### src/design/sdf_pkg.sv
// ----------------------------------------------------------------------------
// sdf_pkg
// Shared types and defaults for the stream duplicate filter.
// ----------------------------------------------------------------------------
package sdf_pkg;

  // default number of distinct values held per batch
  localparam int unsigned SEEN_DEPTH_DEF = 64;

  // value width, fixed by the request fields
  localparam int unsigned VAL_W = 32;

  // controller to datapath commands
  typedef struct packed {
    logic load;      // capture the accepted request, restart the scan
    logic rd_issue;  // read the store at the scan index, advance it
    logic finish;    // write the result, update the store
  } sdf_cmd_t;

  // datapath to controller status
  typedef struct packed {
    logic last_issue;  // scan index points at the last valid entry
    logic hit;         // a stored entry matched so far
    logic count_zero;  // store is empty
    logic out_free;    // result register can take a result this cycle
  } sdf_sts_t;

endpackage

### src/design/sdf_ctrl.sv
// ----------------------------------------------------------------------------
// sdf_ctrl
// Sequencer: accept a request, scan the store one entry per cycle unless it is
// empty, then post the result once the result register is free.
// ----------------------------------------------------------------------------
module sdf_ctrl (
  input  logic              clk,
  input  logic              rst_n,
  input  logic              in_valid,
  output logic              in_ready,
  input  sdf_pkg::sdf_sts_t sts,
  output sdf_pkg::sdf_cmd_t cmd
);

  localparam logic [1:0] ST_IDLE  = 2'd0;
  localparam logic [1:0] ST_SCAN  = 2'd1;
  localparam logic [1:0] ST_DRAIN = 2'd2;
  localparam logic [1:0] ST_WRITE = 2'd3;

  logic [1:0] state_r;
  logic [1:0] state_nxt;

  assign in_ready = (state_r == ST_IDLE);

  // commands
  always_comb begin
    cmd          = '0;
    cmd.load     = in_valid && (state_r == ST_IDLE);
    cmd.rd_issue = (state_r == ST_SCAN) && !sts.hit;
    cmd.finish   = (state_r == ST_WRITE) && sts.out_free;
  end

  // next state
  always_comb begin
    state_nxt = state_r;
    case (state_r)
      ST_IDLE: begin
        if (in_valid) begin
          state_nxt = sts.count_zero ? ST_WRITE : ST_SCAN;
        end
      end
      ST_SCAN: begin
        // a hit ends the scan early; later compares cannot change it
        if (sts.hit) begin
          state_nxt = ST_WRITE;
        end else if (sts.last_issue) begin
          state_nxt = ST_DRAIN;
        end
      end
      ST_DRAIN: begin
        state_nxt = ST_WRITE;
      end
      ST_WRITE: begin
        if (sts.out_free) begin
          state_nxt = ST_IDLE;
        end
      end
      default: begin
        state_nxt = ST_IDLE;
      end
    endcase
  end

  always_ff @(posedge clk) begin
    if (!rst_n) begin
      state_r <= ST_IDLE;
    end else begin
      state_r <= state_nxt;
    end
  end

endmodule

### src/design/sdf_dp.sv
// ----------------------------------------------------------------------------
// sdf_dp
// Datapath: request holding register, distinct-value store, scan compare
// and result register.
// ----------------------------------------------------------------------------
module sdf_dp #(
  parameter int unsigned SEEN_DEPTH = sdf_pkg::SEEN_DEPTH_DEF
) (
  input  logic                              clk,
  input  logic                              rst_n,
  input  logic signed [sdf_pkg::VAL_W-1:0]  in_value_in,
  input  logic                              in_batch_last,
  input  sdf_pkg::sdf_cmd_t                 cmd,
  output sdf_pkg::sdf_sts_t                 sts,
  output logic                              out_valid,
  input  logic                              out_ready,
  output logic signed [sdf_pkg::VAL_W-1:0]  out_value_out,
  output logic                              out_kept,
  output logic                              out_overflow,
  output logic                              out_last_out
);

  localparam int unsigned AW = (SEEN_DEPTH > 1) ? $clog2(SEEN_DEPTH) : 1;
  localparam int unsigned CW = $clog2(SEEN_DEPTH + 1);
  localparam logic [CW-1:0] DEPTH_C = CW'(SEEN_DEPTH);
  localparam logic [CW-1:0] ONE_C   = CW'(1);

  // store of distinct values, valid below count_r
  logic [sdf_pkg::VAL_W-1:0] seen_mem [SEEN_DEPTH];

  logic [sdf_pkg::VAL_W-1:0] val_r;
  logic                      last_r;
  logic [CW-1:0]             count_r;
  logic [CW-1:0]             count_nxt;
  logic [AW-1:0]             idx_r;
  logic [sdf_pkg::VAL_W-1:0] rd_data_r;
  logic                      rd_vld_r;
  logic                      hit_r;
  logic                      hit_nxt;
  logic                      full;
  logic                      store_wr;
  logic                      out_valid_r;

  assign full     = (count_r == DEPTH_C);
  assign store_wr = cmd.finish && !hit_r && !full;

  // compare data read in the previous cycle
  assign hit_nxt = cmd.load ? 1'b0
                 : (hit_r || (rd_vld_r && (rd_data_r == val_r)));

  always_comb begin
    count_nxt = count_r;
    if (cmd.finish) begin
      if (last_r) begin
        count_nxt = '0;
      end else if (store_wr) begin
        count_nxt = count_r + ONE_C;
      end
    end
  end

  // status to the controller
  always_comb begin
    sts            = '0;
    sts.last_issue = ({1'b0, idx_r} == (count_r - ONE_C));
    sts.hit        = hit_r;
    sts.count_zero = (count_r == '0);
    sts.out_free   = !out_valid_r || out_ready;
  end

  // request holding register and scan index
  always_ff @(posedge clk) begin
    if (cmd.load) begin
      val_r  <= in_value_in;
      last_r <= in_batch_last;
      idx_r  <= '0;
    end else if (cmd.rd_issue) begin
      idx_r  <= idx_r + AW'(1);
    end
  end

  // store write and registered read
  always_ff @(posedge clk) begin
    if (store_wr) begin
      seen_mem[count_r[AW-1:0]] <= val_r;
    end
    if (cmd.rd_issue) begin
      rd_data_r <= seen_mem[idx_r];
    end
  end

  // control state
  always_ff @(posedge clk) begin
    if (!rst_n) begin
      count_r  <= '0;
      rd_vld_r <= 1'b0;
      hit_r    <= 1'b0;
    end else begin
      count_r  <= count_nxt;
      rd_vld_r <= cmd.rd_issue;
      hit_r    <= hit_nxt;
    end
  end

  // result register
  always_ff @(posedge clk) begin
    if (!rst_n) begin
      out_valid_r <= 1'b0;
    end else if (cmd.finish) begin
      out_valid_r <= 1'b1;
    end else if (out_ready) begin
      out_valid_r <= 1'b0;
    end
  end

  always_ff @(posedge clk) begin
    if (cmd.finish) begin
      out_value_out <= val_r;
      out_kept      <= !hit_r;
      out_overflow  <= !hit_r && full;
      out_last_out  <= last_r;
    end
  end

  assign out_valid = out_valid_r;

  // checks
  a_count_range: assert property (@(posedge clk) disable iff (!rst_n)
    count_r <= DEPTH_C)
    else $error("store count beyond depth");

  a_last_clears: assert property (@(posedge clk) disable iff (!rst_n)
    cmd.finish && last_r |=> count_r == '0)
    else $error("store not emptied after batch end");

  a_new_grows: assert property (@(posedge clk) disable iff (!rst_n)
    store_wr && !last_r |=> count_r == $past(count_r) + ONE_C)
    else $error("store count did not grow on new value");

  a_read_in_range: assert property (@(posedge clk) disable iff (!rst_n)
    cmd.rd_issue |-> ({1'b0, idx_r} < count_r))
    else $error("scan read beyond valid entries");

  a_no_overwrite: assert property (@(posedge clk) disable iff (!rst_n)
    cmd.finish |-> sts.out_free)
    else $error("result posted over a pending result");

endmodule

### src/design/stream_duplicate_filter.sv
// ----------------------------------------------------------------------------
// stream_duplicate_filter
// Keeps the first occurrence of each value in a batch; one result per request.
// ----------------------------------------------------------------------------
// Flow: each accepted request is compared with the distinct values stored in the
//   batch so far (no scan when the store is empty, early end on a hit), then its
//   result is posted once any earlier result has left the result register.
// One request at a time: a new one is accepted only after the last result is
//   posted; the scan reads one store entry per cycle through its single read port.
// Reset: synchronous, active low; empties the store and drops any pending result.
// ----------------------------------------------------------------------------
module stream_duplicate_filter #(
  parameter int unsigned SEEN_DEPTH = sdf_pkg::SEEN_DEPTH_DEF
) (
  input  logic                              clk,
  input  logic                              rst_n,
  input  logic                              in_valid,
  output logic                              in_ready,
  input  logic signed [sdf_pkg::VAL_W-1:0]  in_value_in,
  input  logic                              in_batch_last,
  output logic                              out_valid,
  input  logic                              out_ready,
  output logic signed [sdf_pkg::VAL_W-1:0]  out_value_out,
  output logic                              out_kept,
  output logic                              out_overflow,
  output logic                              out_last_out
);

  sdf_pkg::sdf_cmd_t cmd;
  sdf_pkg::sdf_sts_t sts;

  // sequencer
  sdf_ctrl u_ctrl (
    .clk      (clk),
    .rst_n    (rst_n),
    .in_valid (in_valid),
    .in_ready (in_ready),
    .sts      (sts),
    .cmd      (cmd)
  );

  // store, compare and result register
  sdf_dp #(
    .SEEN_DEPTH (SEEN_DEPTH)
  ) u_dp (
    .clk           (clk),
    .rst_n         (rst_n),
    .in_value_in   (in_value_in),
    .in_batch_last (in_batch_last),
    .cmd           (cmd),
    .sts           (sts),
    .out_valid     (out_valid),
    .out_ready     (out_ready),
    .out_value_out (out_value_out),
    .out_kept      (out_kept),
    .out_overflow  (out_overflow),
    .out_last_out  (out_last_out)
  );

endmodule

### config.mk
export PLATFORM = sky130hd
export DESIGN_NAME = stream_duplicate_filter
export DESIGN_NICKNAME = d
export VERILOG_FILES = /design/src/design/sdf_pkg.sv /design/src/design/sdf_ctrl.sv /design/src/design/sdf_dp.sv /design/src/design/stream_duplicate_filter.sv
export SDC_FILE = /design/constraint.sdc
export NUM_CORES = 2
export LEC_CHECK = 0
export BUFFER_PORTS_ARGS = -buffer_cell sky130_fd_sc_hd__buf_2
export CORE_MARGIN = 3
export CORE_UTILIZATION = 46
export CTS_CLUSTER_SIZE = 28
export DETAILED_ROUTE_END_ITERATION = 8
export PLACE_DENSITY = 0.72
export SYNTH_ARGS = -nofsm -noshare
export SYNTH_HDL_FRONTEND = slang
export SYNTH_SLANG_ARGS = --single-unit
### constraint.sdc
create_clock -name clk -period 5.5 [get_ports clk]
set_input_delay 1.1 -clock clk [delete_from_list [all_inputs] [get_ports clk]]
set_output_delay 1.1 -clock clk [all_outputs]
set_load 0.01 [all_outputs]
# Yosys cells after proc, flatten, opt, wreduce, memory -nomap -nowiden
# Memories as Yosys holds them, arrays and structs flattened. A register that Yosys moved wholly into a read port is not among the register bits.
# Cells that the tools add are included.
# W data, S select, Z words.
# word_totals
n_memories	1
ram_bits	2048
regBits	86
input_bits	37
out_inout_bits	37
elab_cells	57
# op_classes
n_eq_ne	9
n_mux	12
n_bitwise	1
n_addsub	3
reduce_logical	19
# mem_list
memory	depth	word_bits	rd	rd_clocked_by_memory_dff	write_ports	line	text
u_dp.seen_mem	64	32	1	1	1	sdf_dp.sv:29	logic [sdf_pkg::VAL_W-1:0] seen_mem [SEEN_DEPTH];
# op_table
cell	n
$eq A32 B32 Y1	1
$mux W7	2
$mux W2	5
$pmux W2 S4	1
$add A7 B1 Y7 const B	1
$eq A6 B7 Y1	1
$eq A7 B7 Y1 const B	1
$logic_and A1 B1 Y1	7
$logic_not A7 Y1	1
$sub A7 B1 Y7 const B	1
$add A6 B1 Y6 const B	1
$eq A2 B2 Y1 const B	2
$mux W1	4
$reduce_bool A2 Y1	2
$logic_not A1 Y1	3
$ne A3 B2 Y1 const B	1
$reduce_and A3 Y1	1
$eq A2 B1 Y1 const B	1
$logic_not A2 Y1	1
$logic_or A1 B1 Y1	2
$ne A2 B1 Y1 const B	1
$ne A2 B2 Y1 const B	1
$reduce_and A2 Y1	1
$reduce_or A2 Y1	1
$not A1 Y1	1

# Depth between registers and ports, before layout
# depth
word_depth	7
ltp_mapped	12
depth_no_buf	8

# Cells and area by module
# Synthesis repeated with hierarchy kept, for this count alone.
# hier_totals
cells_unflattened	3748
area_unflattened_um2	82775.6
# modules_own_cells
mod	cells_per_inst	instances	seq_area_each_um2	area_per_inst_um2
sdf_dp	3726	1	64822.2	82572.9
sdf_ctrl	22	1	40.0	202.7

# Least setup slack after synthesis
# OpenSTA, ideal clock, no wires.
# synth_timing
path_type	input port to flip-flop
startpoint	input out_ready
endpoint	memory u_dp.seen_mem[63][0] (netlist name), enable pin
path_slack_ns	1.074
arrival_time_ns	4.003
path_buffers	0
path_stages	6
setup_time_ns	0.423
path_cell_list	nor2b_1 > nand2b_1 > inv_1 > and3_1 > nand3_1 > nor2_1
# synth_rtl
item	line	text
start: declaration	stream_duplicate_filter.sv:22	input logic out_ready,
end: declaration	sdf_dp.sv:29	

==> impl_metrics.json <==
{
  "worst_slack_ns": 1.70,
  "totalNegativeSetupSlack_ns": 0,
  "worstSetupEndpointType": "flop",
  "hpwlAfterDp_um": 130000,
  "cp.required_ns": 6.05,
  "hold_violations": 0,
  "ys_async_sr_fraction_pct": 0,
  "cts-resized-gates": 0,
  "area_growth_pct": 12.9,
  "synth_area_leaders": "edfxtp_1 (78%), mux4_2 (12%), mux2i_1 (3.1%)",
  "fin_worst_skew_ns": 0.0523,
  "drc": 0,
  "root_buffer": "clkbuf_16",
  "wl_per_cell_um": 33.3,
  "synth.distinct_cells": 62,
  "grt_max_degree": 85,
  "clk_pin_slew_ns": 0.06,
  "firstDrtPassIters": 6,
  "grt_usage_pct": 23.4,
  "p_leak_uw": 0.0282,
  "syn_area_per_cell_um2": 22.2,
  "ys_seq_area_share_pct": 78.2,
  "status": "complete, no violations",
  "overflow": 0,
  "cts_tree": "done",
  "vdd.ir_drop.worst_uv": 290,
  "synth_top_area_share_pct": 77.8,
  "rsz0062_at_grt": "no",
  "yosysTopAreaCell": "edfxtp_1",
  "routed_wirelength_um": 217000,
  "cts_buffer_depth": 3,
  "htree_levels": 4,
  "synth-edff-count": 2148,
  "coreArea_um2": 179000,
  "drive_gt1_share_pct": 26.5,
  "path_max_fanout": 55,
  "ys.flop_type": "edfxtp_1",
  "syn_area_um2": 82900,
  "slew-limit-headroom_pct": 18.8,
  "fmax_ghz": 0.263,
  "hold_class": "in2reg",
  "cap_viol_max_count": 0,
  "synth.most_common_cell": "edfxtp_1",
  "arrival_ns": 4.35,
  "syn-num-nets": 3778,
  "ant_nets": 0,
  "dieArea_um2": 185000,
  "fin_nets": 4048,
  "antenna_found_initial": 15,
  "holdWs_ns": 0.427,
  "place_ws_ns": 1.28,
  "regArea_um2": 64900,
  "vias": 41600,
  "critPathKind": "reg2reg",
  "min_period_over_period_pct": 69.1,
  "die_w_um": 431,
  "fp.dieH_um": 431,
  "fin_crit_ns": 3.80,
  "ioPinCount": 74,
  "synthTopCellsByCount": "edfxtp_1 (2148), mux4_2 (454), mux2i_1 (256)",
  "postSynthRegisterBits": 2166,
  "power_per_cell_area_nw_per_um2": 429,
  "cts_inserted_buffers": 198,
  "drt_iter0_drc": 6596,
  "clock_sinks": 2166,
  "slew_viol_final": 0,
  "num-fill-cells": 13300,
  "yosys_warnings": 0,
  "synthCells": 3734,
  "via_per_inst": 6.37,
  "cts_setup_buffers": 0,
  "rows": 155,
  "portBuffers": 73,
  "start_util_pct": 46.4,
  "worst-slew-pin-transition_ns": 1.19,
  "postCtsHoldBufs": 0,
  "grt_pass1_wl_um": 307000,
  "clk_latency_ns": 0.85,
  "cp-start-kind": "flop",
  "setup_violations": 0,
  "gp_congestion": 0.902,
  "multi_input_area_um2": 17400,
  "grt_pass1_vias": 40100
}
==> per-layer routing <==
metal	GRT usage (%)	vias up	share of wire [%]	wire length (µm)
li1	-	16300	-	-
met1	35.0	21900	39	85000
met2	33.9	2990	45	96800
met3	6.16	379	13	28000
met4	7.47	8	3.3	7200
met5	0	-	0.040	87
==> layout by cell type, fill, tap and decap left out, types with 24 or more instances in the layout <==
cell	netlist	final
a211oi_1	24	24
clkbuf_1	70	39
nor2b_1	30	27
xor2_1	37	37
a2111oi_0	35	26
nor2_1	138	73
clkinv_1	1	51
clkbuf_16	0	200
nand2_1	39	38
o221ai_1	32	32
buf_2	65	73
buf_4	21	181
edfxtp_1	2148	2148
nor2_4	0	64
clkinv_2	0	32
mux4_2	454	454
a21oi_1	34	34
o22ai_1	49	49
mux2i_1	256	256
o21ai_0	31	31
==> layout make-up <==
class                      instances  share of cell area [%]
antenna                            4                  0.0107
clock buffer                     239                    5.50
clock inverter                   118                    1.13
inverter                          10                  0.0401
multi-input combinational       1355                    18.6
sequential                      2166                    69.3
tap                             2355                    3.15
timing repair buffer             273                    2.25
==> state kept, by name, indices dropped and copies added (netlist names) <==
name / count
u_dp.seen_mem: 2048
u_dp.hit_r: 1
u_dp.out_last_out: 1
u_dp.count_r: 7
u_dp.out_kept: 1
u_dp.out_overflow: 1
u_dp.out_valid: 1
u_dp.out_value_out: 32
u_dp.idx_r: 6
u_dp.val_r: 32
u_ctrl.state_r: 2
u_dp.rd_vld_r: 1
u_dp.rd_data_r: 32
u_dp.last_r: 1
==> kinds of logic (layout without fill, tap and decap cells) <==
group	after synthesis	in the layout	synth area share [%]
flip-flops	2166	2166	78.2
multiplexers	725	725	15.6
AO/OA/AOI/OAI	301	301	2.63
AND/OR/NAND/NOR	275	275	1.50
buffers and inverters	213	640	1.42
XOR/XNOR	47	47	0.496
adder cells (fa/ha/maj)	7	7	0.106
other	0	4	0
==> worst max-delay path, stage by stage, from the launching register on <==
cell	delay [ns]
dfxtp_4	0.83
buf_12	0.41
buf_4	0.41
mux4_2	0.57
mux2i_1	0.17
nor2_1	0.13
a2111oi_0	0.71
o31ai_1	0.15
==> power breakdown <==
group | internal, µW | leakage [µW] | switching, µW
Combinational | 2850 | 0.00568 | 4640
Clock | 7340 | 0.00303 | 6000
Sequential | 19100 | 0.0195 | 232
Total | 29300 | 0.0282 | 10900
==> through the flow <==
step / power [µW] / instances / utilization (%) / cell area, µm²
2_1_floorplan: 24300 / 3734 / - / 82900
3_3_place_gp: 27000 / 6159 / 48.9 / 87400
3_5_place_dp: 27100 / 6159 / 48.9 / 87400
4_1_cts: 40200 / 6516 / 52.4 / 93600
5_1_grt: 41200 / 6517 / 52.4 / 93600
6_report: 40100 / 6520 / 52.4 / 93600
==> worst paths after layout <==
kind,from,to,slack [ns],depth (start not counted)
max reg2reg,u_dp.idx_r[0],u_dp.rd_data_r[21],1.70,7
min,in_value_in[3],u_dp.val_r[3],0.43,1
max,u_dp.idx_r[0],u_dp.rd_data_r[21],1.70,7
min reg2reg,u_ctrl.state_r[1],u_ctrl.state_r[1],0.51,2
Power figures use the tool's default switching activity.
